`src/rtl/ptw_pkg.sv`:
```
// ptw_pkg: shared types and constants for the four-level page table walker
// holds the item, result and controller/datapath interface types
// no dependencies
package ptw_pkg;

  // table memory geometry
  localparam int MEM_WORDS         = 4096;
  localparam int MEM_AW            = $clog2(MEM_WORDS);
  localparam int ENTRIES_PER_TABLE = 512;
  localparam int LEVEL_BITS        = $clog2(ENTRIES_PER_TABLE);
  localparam int PAGE_SHIFT        = 12;

  // field widths
  localparam int VA_W    = 48;
  localparam int PA_W    = 52;
  localparam int WIDX_W  = 12;
  localparam int ENTRY_W = 64;
  localparam int EADDR_W = PA_W + 1;   // sum of base and index can carry out
  localparam int WORD_W  = EADDR_W - 3;

  localparam logic [WORD_W-1:0] MEM_WORDS_W = WORD_W'(MEM_WORDS);

  // entry bits
  localparam int PRESENT_POS = 0;
  localparam int HUGE_POS    = 7;

  // command codes
  localparam logic CMD_WRITE = 1'b0;
  localparam logic CMD_WALK  = 1'b1;

  // walk levels
  localparam logic [2:0] LVL_NONE = 3'd0;
  localparam logic [2:0] LVL_1    = 3'd1;
  localparam logic [2:0] LVL_2    = 3'd2;
  localparam logic [2:0] LVL_3    = 3'd3;
  localparam logic [2:0] LVL_4    = 3'd4;

  typedef enum logic [2:0] {
    ST_WRITTEN      = 3'd0,
    ST_LEAF         = 3'd1,
    ST_HUGE_1G      = 3'd2,
    ST_HUGE_2M      = 3'd3,
    ST_NOT_PRESENT  = 3'd4,
    ST_ROOT_ZERO    = 3'd5,
    ST_OUT_OF_RANGE = 3'd6
  } status_t;

  typedef struct packed {
    logic                cmd;
    logic [VA_W-1:0]     virtual_address;
    logic [WIDX_W-1:0]   word_index;
    logic [ENTRY_W-1:0]  entry_value;
  } walk_item_t;

  typedef struct packed {
    status_t             status;
    logic [PA_W-1:0]     entry_address;
    logic [2:0]          stop_level;
  } walk_result_t;

  // controller to datapath commands
  typedef struct packed {
    logic clr_en;          // write zero at the clear counter
    logic wr_en;           // store the item's entry
    logic walk_load;       // latch address, base from root, level 4
    logic addr_calc;       // register entry address of current level
    logic rd_en;           // read the entry at the registered address
    logic next_level;      // follow entry to the next table
    logic res_written;
    logic res_root_zero;
    logic res_oor;
    logic res_leaf;
    logic res_not_present;
    logic res_huge;
  } ptw_cmd_t;

  // datapath to controller status
  typedef struct packed {
    logic clr_last;
    logic root_zero;
    logic oor;
    logic last_level;
    logic present;
    logic huge;
  } ptw_stat_t;

endpackage

```
`src/rtl/ptw_ctrl.sv`:
```
// ptw_ctrl: walk sequencer state machine
// issues datapath commands from datapath status flags
// depends on ptw_pkg
module ptw_ctrl import ptw_pkg::*; (
  input  logic       clk,
  input  logic       rst,
  input  logic       start,
  input  logic       cmd,
  input  ptw_stat_t  stat,
  output ptw_cmd_t   ctl,
  output logic       busy
);

  typedef enum logic [4:0] {
    S_CLEAR  = 5'b00001,
    S_IDLE   = 5'b00010,
    S_CALC   = 5'b00100,
    S_CHECK  = 5'b01000,
    S_DECIDE = 5'b10000
  } state_t;

  state_t state, state_next;

  // state register
  always_ff @(posedge clk) begin
    if (rst) begin
      state <= S_CLEAR;
    end else begin
      state <= state_next;
    end
  end

  assign busy = (state != S_IDLE);

  // next state and commands
  always_comb begin
    state_next = state;
    ctl        = '0;
    case (state)
      S_CLEAR: begin
        ctl.clr_en = 1'b1;
        if (stat.clr_last) begin
          state_next = S_IDLE;
        end
      end
      S_IDLE: begin
        if (start) begin
          if (cmd == CMD_WRITE) begin
            ctl.wr_en       = 1'b1;
            ctl.res_written = 1'b1;
          end else if (stat.root_zero) begin
            ctl.res_root_zero = 1'b1;
          end else begin
            ctl.walk_load = 1'b1;
            state_next    = S_CALC;
          end
        end
      end
      S_CALC: begin
        ctl.addr_calc = 1'b1;
        state_next    = S_CHECK;
      end
      S_CHECK: begin
        if (stat.oor) begin
          ctl.res_oor = 1'b1;
          state_next  = S_IDLE;
        end else if (stat.last_level) begin
          ctl.res_leaf = 1'b1;
          state_next   = S_IDLE;
        end else begin
          ctl.rd_en  = 1'b1;
          state_next = S_DECIDE;
        end
      end
      S_DECIDE: begin
        if (!stat.present) begin
          ctl.res_not_present = 1'b1;
          state_next          = S_IDLE;
        end else if (stat.huge) begin
          ctl.res_huge = 1'b1;
          state_next   = S_IDLE;
        end else begin
          ctl.next_level = 1'b1;
          state_next     = S_CALC;
        end
      end
      default: begin
        state_next = S_CLEAR;
      end
    endcase
  end

endmodule

```
`config.mk`:
```
export PLATFORM = sky130hd
export DESIGN_NAME = ptw_ctrl
export DESIGN_NICKNAME = d
export VERILOG_FILES = /design/src/rtl/ptw_pkg.sv /design/src/rtl/ptw_ctrl.sv
export SDC_FILE = /design/constraint.sdc
export NUM_CORES = 1
export LEC_CHECK = 0
export BUFFER_PORTS_ARGS = -buffer_cell sky130_fd_sc_hd__buf_2
export CAP_MARGIN = 20
export CELL_PAD_IN_SITES_DETAIL_PLACEMENT = 0
export CELL_PAD_IN_SITES_GLOBAL_PLACEMENT = 1
export CORE_UTILIZATION = 23
export CTS_CLUSTER_SIZE = 25
export DETAILED_ROUTE_END_ITERATION = 8
export GPL_TIMING_DRIVEN = 0
export PLACE_DENSITY = 0.77
export SLEW_MARGIN = 20
export SYNTH_ARGS = -nofsm -noshare
export SYNTH_HDL_FRONTEND = slang
export SYNTH_SLANG_ARGS = --single-unit
```
`constraint.sdc`:
```
create_clock -name clk -period 1.3 [get_ports clk]
set_input_delay 0.13 -clock clk [delete_from_list [all_inputs] [get_ports clk]]
set_output_delay 0.13 -clock clk [all_outputs]
set_load 0.03 [all_outputs]
```
Word level (Yosys, flattened, before mapping):

Index checks and enable logic that the tools add are counted.

* output and inout bits: 13
* word-level logic and storage cells: 46
* register bits: 5
* input port bits: 10

* multiplexer cells: 34
* reductions and logical operators: 1
* equal/unequal tests: 10

Operators with widths (number)
* $mux 5: 6
* $pmux 5 s5: 1
* $mux 1: 19
* $mux 2: 6
* $ne 2x2->1 const B: 4
* $mux 3: 2
* $eq 5x1->1 const B: 1
* $eq 5x2->1 const B: 1
* $eq 5x3->1 const B: 1
* $eq 5x4->1 const B: 1
* $eq 5x5->1 const B: 1
* $ne 5x2->1 const B: 1
* $reduce_and 4->1: 1

Depth between registers and ports, before layout:

Gate-level depths: netlist (run 1).

* word-level depth: 4
* gate-level depth with buffers: 4
* gate-level depth less buffers: 4

Worst setup path after synthesis (run 1):

OpenSTA, ideal clock, no wires.

* kind: register to output
* from: register state[4]
* to: output port ctl[9] in the netlist's numbering
* required time: 1.170 ns
* stages on the path, launching flop included: 4
* arrival time: 1.768 ns
* buffers on the path: 0
* path slack: -0.598 ns
* cell sequence: dfxtp_1 nor3_1 nand3b_1 nor3_1

RTL lines
* start, declared: RTL line ptw_ctrl.sv:22 `state_t state, state_next;`
* start signal, assigned: RTL line ptw_ctrl.sv:29 `state <= state_next;`
* end, declared: RTL line ptw_ctrl.sv:10 `output ptw_cmd_t ctl,`

==> flow_summary.json, run 1 <==
{
  "crit_path_max_fanout": 5,
  "grt_first_pass_wirelength_mm": 1.863,
  "clkSlewWorstSetupHoldPaths_ns": 0.04,
  "setup_ws_ns": -0.2597,
  "fin_area_sq_um": 882.1,
  "die_area_sq_um": 1758,
  "antenna_found_initial": 0,
  "cts_num_sinks": 5,
  "period_share": 1.200,
  "layout.nets": 97,
  "grt_max_degree": 8,
  "slew_viol_final": 0,
  "via_per_inst": 4.941,
  "ys.flop_type": "dfxtp_1",
  "fmaxAchievable_mhz": 641.2,
  "postSynth.asyncResetShare": 0,
  "wl_per_cell_um": 12.47,
  "fp.dieW_um": 41.93,
  "finalCriticalPeriod_ns": 1.560,
  "r2r_slack_ns": -0.18,
  "r2r_end": "state[2]$_SDFFE_PP0P_",
  "synth_top_area_frac": 0.2730,
  "synth.avg_cell_area_sq_um": 7.638,
  "total_power_w": 0.0004875,
  "netlist_area_sq_um": 366.6,
  "dieHeight_um": 41.93,
  "largest_reg_flops": 5,
  "crit_type": "reg -> out",
  "drt_iter0_drc": 7,
  "grt_pass1_vias": 465,
  "first_pass_iters": 4,
  "pin_count": 23,
  "cts_hold_buf": 0,
  "min_path_cells": 2,
  "whs_ns": 0.09428,
  "postRouteAntennaNets": 0,
  "reg.largest.list": "state x5",
  "clockBufferDepth": 2,
  "rr_worst_depth": 5,
  "drc": 0,
  "yosys.area.top_type": "dfxtp_1",
  "ys_seq_area_frac": 0.2730,
  "crit_required_ns": 1.17,
  "vdd_drop_max_uv": 376.9,
  "synth_edf_count": 0,
  "instances_no_fill": 102,
  "hold_viol_final": 0,
  "dp_hpwl_um": 708.1,
  "max_slew_margin": 0.7790,
  "hold_class": "in -> reg",
  "initial_core_util": 0.2462,
  "synthDistinctLibCells": 26,
  "skew_ns": 0.0002480,
  "worstPathArrival_ns": 1.43,
  "drv_cap": 0,
  "place_ws_ns": -0.2168,
  "ys_seq_elements": 5,
  "dr_total_vias": 504,
  "syn_nets": 58,
  "nFillCells": 124,
  "start_kind": "register",
  "worstHoldEndpoint": "state[4]$_SDFFE_PP0P_",
  "port_buffers": 22,
  "gp_congestion": 0.6971,
  "dpl_cell_area_sq_um": 540.5,
  "hold_path.startpoint": "stat[2]",
  "synth_most_common_cell": "nor2_1",
  "antennaDiodeCount": 0,
  "ys_top_cells_by_area": "dfxtp_1 27%, nor2_1 10%, nor3_1 4.1%, a2111oi_2 4.1%, buf_4 4.1%",
  "endpoint_kind": "output port",
  "power_leakage_nw": 0.3519,
  "dp_cells": 86,
  "status": "complete, but fails checks",
  "violations": "negative setup slack",
  "cts-root-buf": "clkbuf_4",
  "grt-ovfl-total": 0,
  "largest_register": "state",
  "htree_levels": 1,
  "yosys_warnings": 0,
  "grt_usage": 0.1389,
  "setup_viol": 16,
  "synthCells": 48,
  "core_area_sq_um": 1489,
  "drive_gt1_frac": 0.7326,
  "insertion_delay_ns": 0.24,
  "cts_tree": "yes",
  "finalWirelength_mm": 1.272,
  "grt_setup_unrepaired": "true",
  "synth_common_cells": "10 x nor2_1, 5 x dfxtp_1, 4 x inv_1, 3 x nand2_1, 3 x nor3_1",
  "power-per-cell-area_nw_per_um2": 552.6,
  "r2r_start": "state[0]$_SDFFE_PP1P_",
  "area_growth_pct": 140.6,
  "worstMarginPinSlew_ns": 0.3308,
  "fp-row-count": 14,
  "numCtsBuffers": 3
}
==> critical path: stages, from the launching register on <==
cell        delay, ns
dfxtp_4          0.36
nor2_4           0.14
nand3_2          0.09
or3b_4           0.40
clkinvlp_4       0.08
buf_6            0.12
==> how the worst max path moves through the flow <==
stage	from	end	cells after the start
after floorplan	state[4]$_SDFFE_PP0P_	ctl[9]	3
after global placement	state[0]$_SDFFE_PP1P_	state[2]$_SDFFE_PP0P_	4
after detailed placement	state[0]$_SDFFE_PP1P_	state[2]$_SDFFE_PP0P_	4
after CTS	state[1]$_SDFFE_PP0P_	ctl[6]	5
after global routing	state[0]$_SDFFE_PP1P_	ctl[6]	5
final	state[0]$_SDFFE_PP1P_	ctl[6]	5
==> through the flow <==
| stage | util | TNS [ns] |
|---|---|---|
| 2_1_floorplan | - | -0.7517 |
| 3_3_place_gp | 0.3630 | -0.6059 |
| 3_5_place_dp | 0.3630 | -0.5983 |
| 4_1_cts | 0.4639 | -2.393 |
| 5_1_grt | 0.5924 | -3.128 |
| 6_report | 0.5924 | -1.895 |
==> power by group <==
group          switching, W  internal, W  total, W  leakage [nW]
combinational     0.0000729    0.0000736  0.000146         0.293
sequential       0.00000911     0.000154  0.000163        0.0439
clock             0.0000621     0.000116  0.000178        0.0150
==> metal layers <==
| layer | GRT usage | wire (um) | part of all wire | up-vias |
|---|---|---|---|---|
| li1 | - | - | - | 250 |
| met1 | 0.1497 | 462 | 0.36 | 229 |
| met2 | 0.2469 | 711 | 0.56 | 22 |
| met3 | 0.03043 | 78 | 0.061 | 3 |
| met4 | 0.07742 | 19 | 0.015 | 0 |
| met5 | 0 | 0 | 0 | - |
==> layout by cell type, fill, tap and decap left out, types with 2 or more instances in the layout <==
cell,Yosys,layout
buf_6,0,16
buf_4,2,10
buf_2,0,9
nor2_4,0,6
nor2_1,10,6
dfxtp_4,0,5
nand2_1,3,3
inv_1,4,3
clkbuf_4,0,3
nor3_4,0,2
==> what timing repair did <==
action,CTS,global route
pin swaps,10,15
endpoints found under the setup margin,15,17
setup buffers,6,7
gates resized for setup,24,34
==> cell type report <==
type,count,area [sq um],area share
Sequential cell,5,118.9,0.1348
Inverter,4,18.77,0.02128
Clock buffer,4,26.28,0.02979
Timing Repair Buffer,34,301.5,0.3418
Buffer,2,18.77,0.02128
Multi-Input combinational cell,37,377.9,0.4284
Tap cell,16,20.02,0.02270
==> logic make-up (layout without fill, tap and decap cells) <==
logic type,after synthesis,after routing,share of synthesized area
buffers and inverters,6,44,0.08189
DFF,5,5,0.2730
and+or+nand+nor,30,30,0.4847
AOI/OAI and AO/OA,6,6,0.1365
xor gates and xnor gates,1,1,0.02390
Power figures use the tool's default switching activity.
==> run 2: changes to the inputs <==
- REMOVE_ABC_BUFFERS: not set -> 1
==> run 2 against run 1 <==
The flow still finishes with violations (negative setup slack). Fmax grew 1.1%. Clock skew grew 0.0038 ns. Clock power is essentially flat. Register-to-register slack lost 0.02 ns. Largest cell class unchanged. Critical path type unchanged. Global-route usage shrank 0.85 points.
==> flow_summary.json, run 2 (same netlist as run 1, synthesis figures left out) <==
{
  "cts_num_sinks": 5,
  "setup_ws_ns": -0.2428,
  "htree_levels": 1,
  "cts_tree": "yes",
  "core_area_sq_um": 1489,
  "grt_first_pass_wirelength_mm": 1.731,
  "setup_viol": 16,
  "total_power_w": 0.0004821,
  "port_buffers": 22,
  "vdd_drop_max_uv": 372.4,
  "instances_no_fill": 98,
  "largest_register": "state",
  "grt_max_degree": 8,
  "drive_gt1_frac": 0.7317,
  "dr_total_vias": 506,
  "drv_cap": 0,
  "postRouteAntennaNets": 0,
  "grt_usage": 0.1304,
  "antennaDiodeCount": 0,
  "clockBufferDepth": 2,
  "largest_reg_flops": 5,
  "slowest_stage": "or3b_4",
  "crit_required_ns": 1.17,
  "crit_chain": "nor2_4 > nand3_2 > or3b_4 > inv_2 > buf_6",
  "pin_count": 23,
  "fmaxAchievable_mhz": 648.2,
  "cts_hold_buf": 0,
  "layout.nets": 93,
  "wl_per_cell_um": 12.71,
  "whs_ns": 0.09189,
  "first_pass_iters": 4,
  "critical-path-max-stage-delay_ns": 0.40,
  "antenna_found_initial": 0,
  "gp_congestion": 0.6905,
  "hold_class": "in -> reg",
  "place_ws_ns": -0.2109,
  "finalWirelength_mm": 1.246,
  "cp_top_family": "simple AND/OR/NAND/NOR gates",
  "clkSlewWorstSetupHoldPaths_ns": 0.04,
  "nFillCells": 129,
  "drc": 0,
  "grt_pass1_vias": 423,
  "layout_commonest_cell": "buf_4",
  "final_cell_mix": "15 x buf_4, 9 x buf_2, 7 x buf_6",
  "dieHeight_um": 41.93,
  "power-per-cell-area_nw_per_um2": 594.7,
  "reg.largest.list": "state x5",
  "endpoint_kind": "output port",
  "power_leakage_nw": 0.3270,
  "max_slew_margin": 0.7878,
  "die_area_sq_um": 1758,
  "grt_setup_unrepaired": "true",
  "cts-root-buf": "clkbuf_4",
  "start_kind": "register",
  "drt_iter0_drc": 5,
  "multi_input_area_sq_um": 374.1,
  "area_growth_pct": 121.2,
  "finalCriticalPeriod_ns": 1.543,
  "crit_buf_inv": 2,
  "fp-row-count": 14,
  "crit_type": "reg -> out",
  "period_share": 1.187,
  "slew_viol_final": 0,
  "worstPathArrival_ns": 1.41,
  "regArea_sq_um": 118.9,
  "numCtsBuffers": 3,
  "violations": "negative setup slack",
  "status": "complete, but fails checks",
  "via_per_inst": 5.163,
  "initial_core_util": 0.2462,
  "skew_ns": 0.004041,
  "fp.dieW_um": 41.93,
  "insertion_delay_ns": 0.24,
  "dp_hpwl_um": 692.4,
  "hold_viol_final": 0,
  "grt-ovfl-total": 0,
  "dp_cells": 84,
  "utilization": 0.5445,
  "crit_path_max_fanout": 4,
  "worstMarginPinSlew_ns": 0.3169
}
==> run 2: repair_timing <==
action                                  CTS  global route
pin swaps                                 7            11
setup buffers                             5             5
endpoints found under the setup margin   16            17
endpoints found under the hold margin     0             0
resized for setup                        28            28
==> run 2: worst reg2reg max path, cell delays in order (launching register included) <==
cell,delay [ns]
dfxtp_4,0.36
nor2_4,0.13
nand3_2,0.10
or3b_4,0.40
buf_4,0.15
a2111oi_4,0.26
==> run 2: layout make-up <==
class,instances,share of cell area
Clock buffer,4,0.03241
Multi-Input combinational cell,37,0.4614
Sequential cell,5,0.1466
Inverter,4,0.01852
Tap cell,16,0.02469
Timing Repair Buffer,32,0.3164
==> run 2: final timing paths <==
check,from,endpoint,slack [ns],cells past startpoint
min reg2reg,state[4]$_SDFFE_PP0P_,state[4]$_SDFFE_PP0P_,0.68,2
max reg2reg,state[3]$_SDFFE_PP0P_,state[2]$_SDFFE_PP0P_,-0.20,5
min,stat[2],state[4]$_SDFFE_PP0P_,0.09,2
max,state[3]$_SDFFE_PP0P_,ctl[6],-0.24,5
==> run 2: through the flow <==
stage          cell area, sq um  setup TNS [ns]
6_report                  810.8          -1.946
5_1_grt                   810.8          -3.222
4_1_cts                   634.4          -2.000
3_5_place_dp              481.7         -0.6264
3_3_place_gp              481.7         -0.5548
2_1_floorplan             351.6          -3.161
==> run 2: metal layers <==
layer / global-route usage / part of all wire / up-vias
li1: - / - / 241
met1: 0.1512 / 0.41 / 244
met2: 0.2188 / 0.54 / 21
met3: 0.03913 / 0.051 / 0
met4: 0.05806 / 0 / 0
met5: 0 / 0 / -
==> run 2: power breakdown <==
part	leakage [nW]	internal [W]	switching [W]	total (W)
Clock	0.0150	0.000116	0.0000642	0.000180
Sequential	0.0439	0.000154	0.00000843	0.000162
Combinational	0.268	0.0000708	0.0000689	0.000140
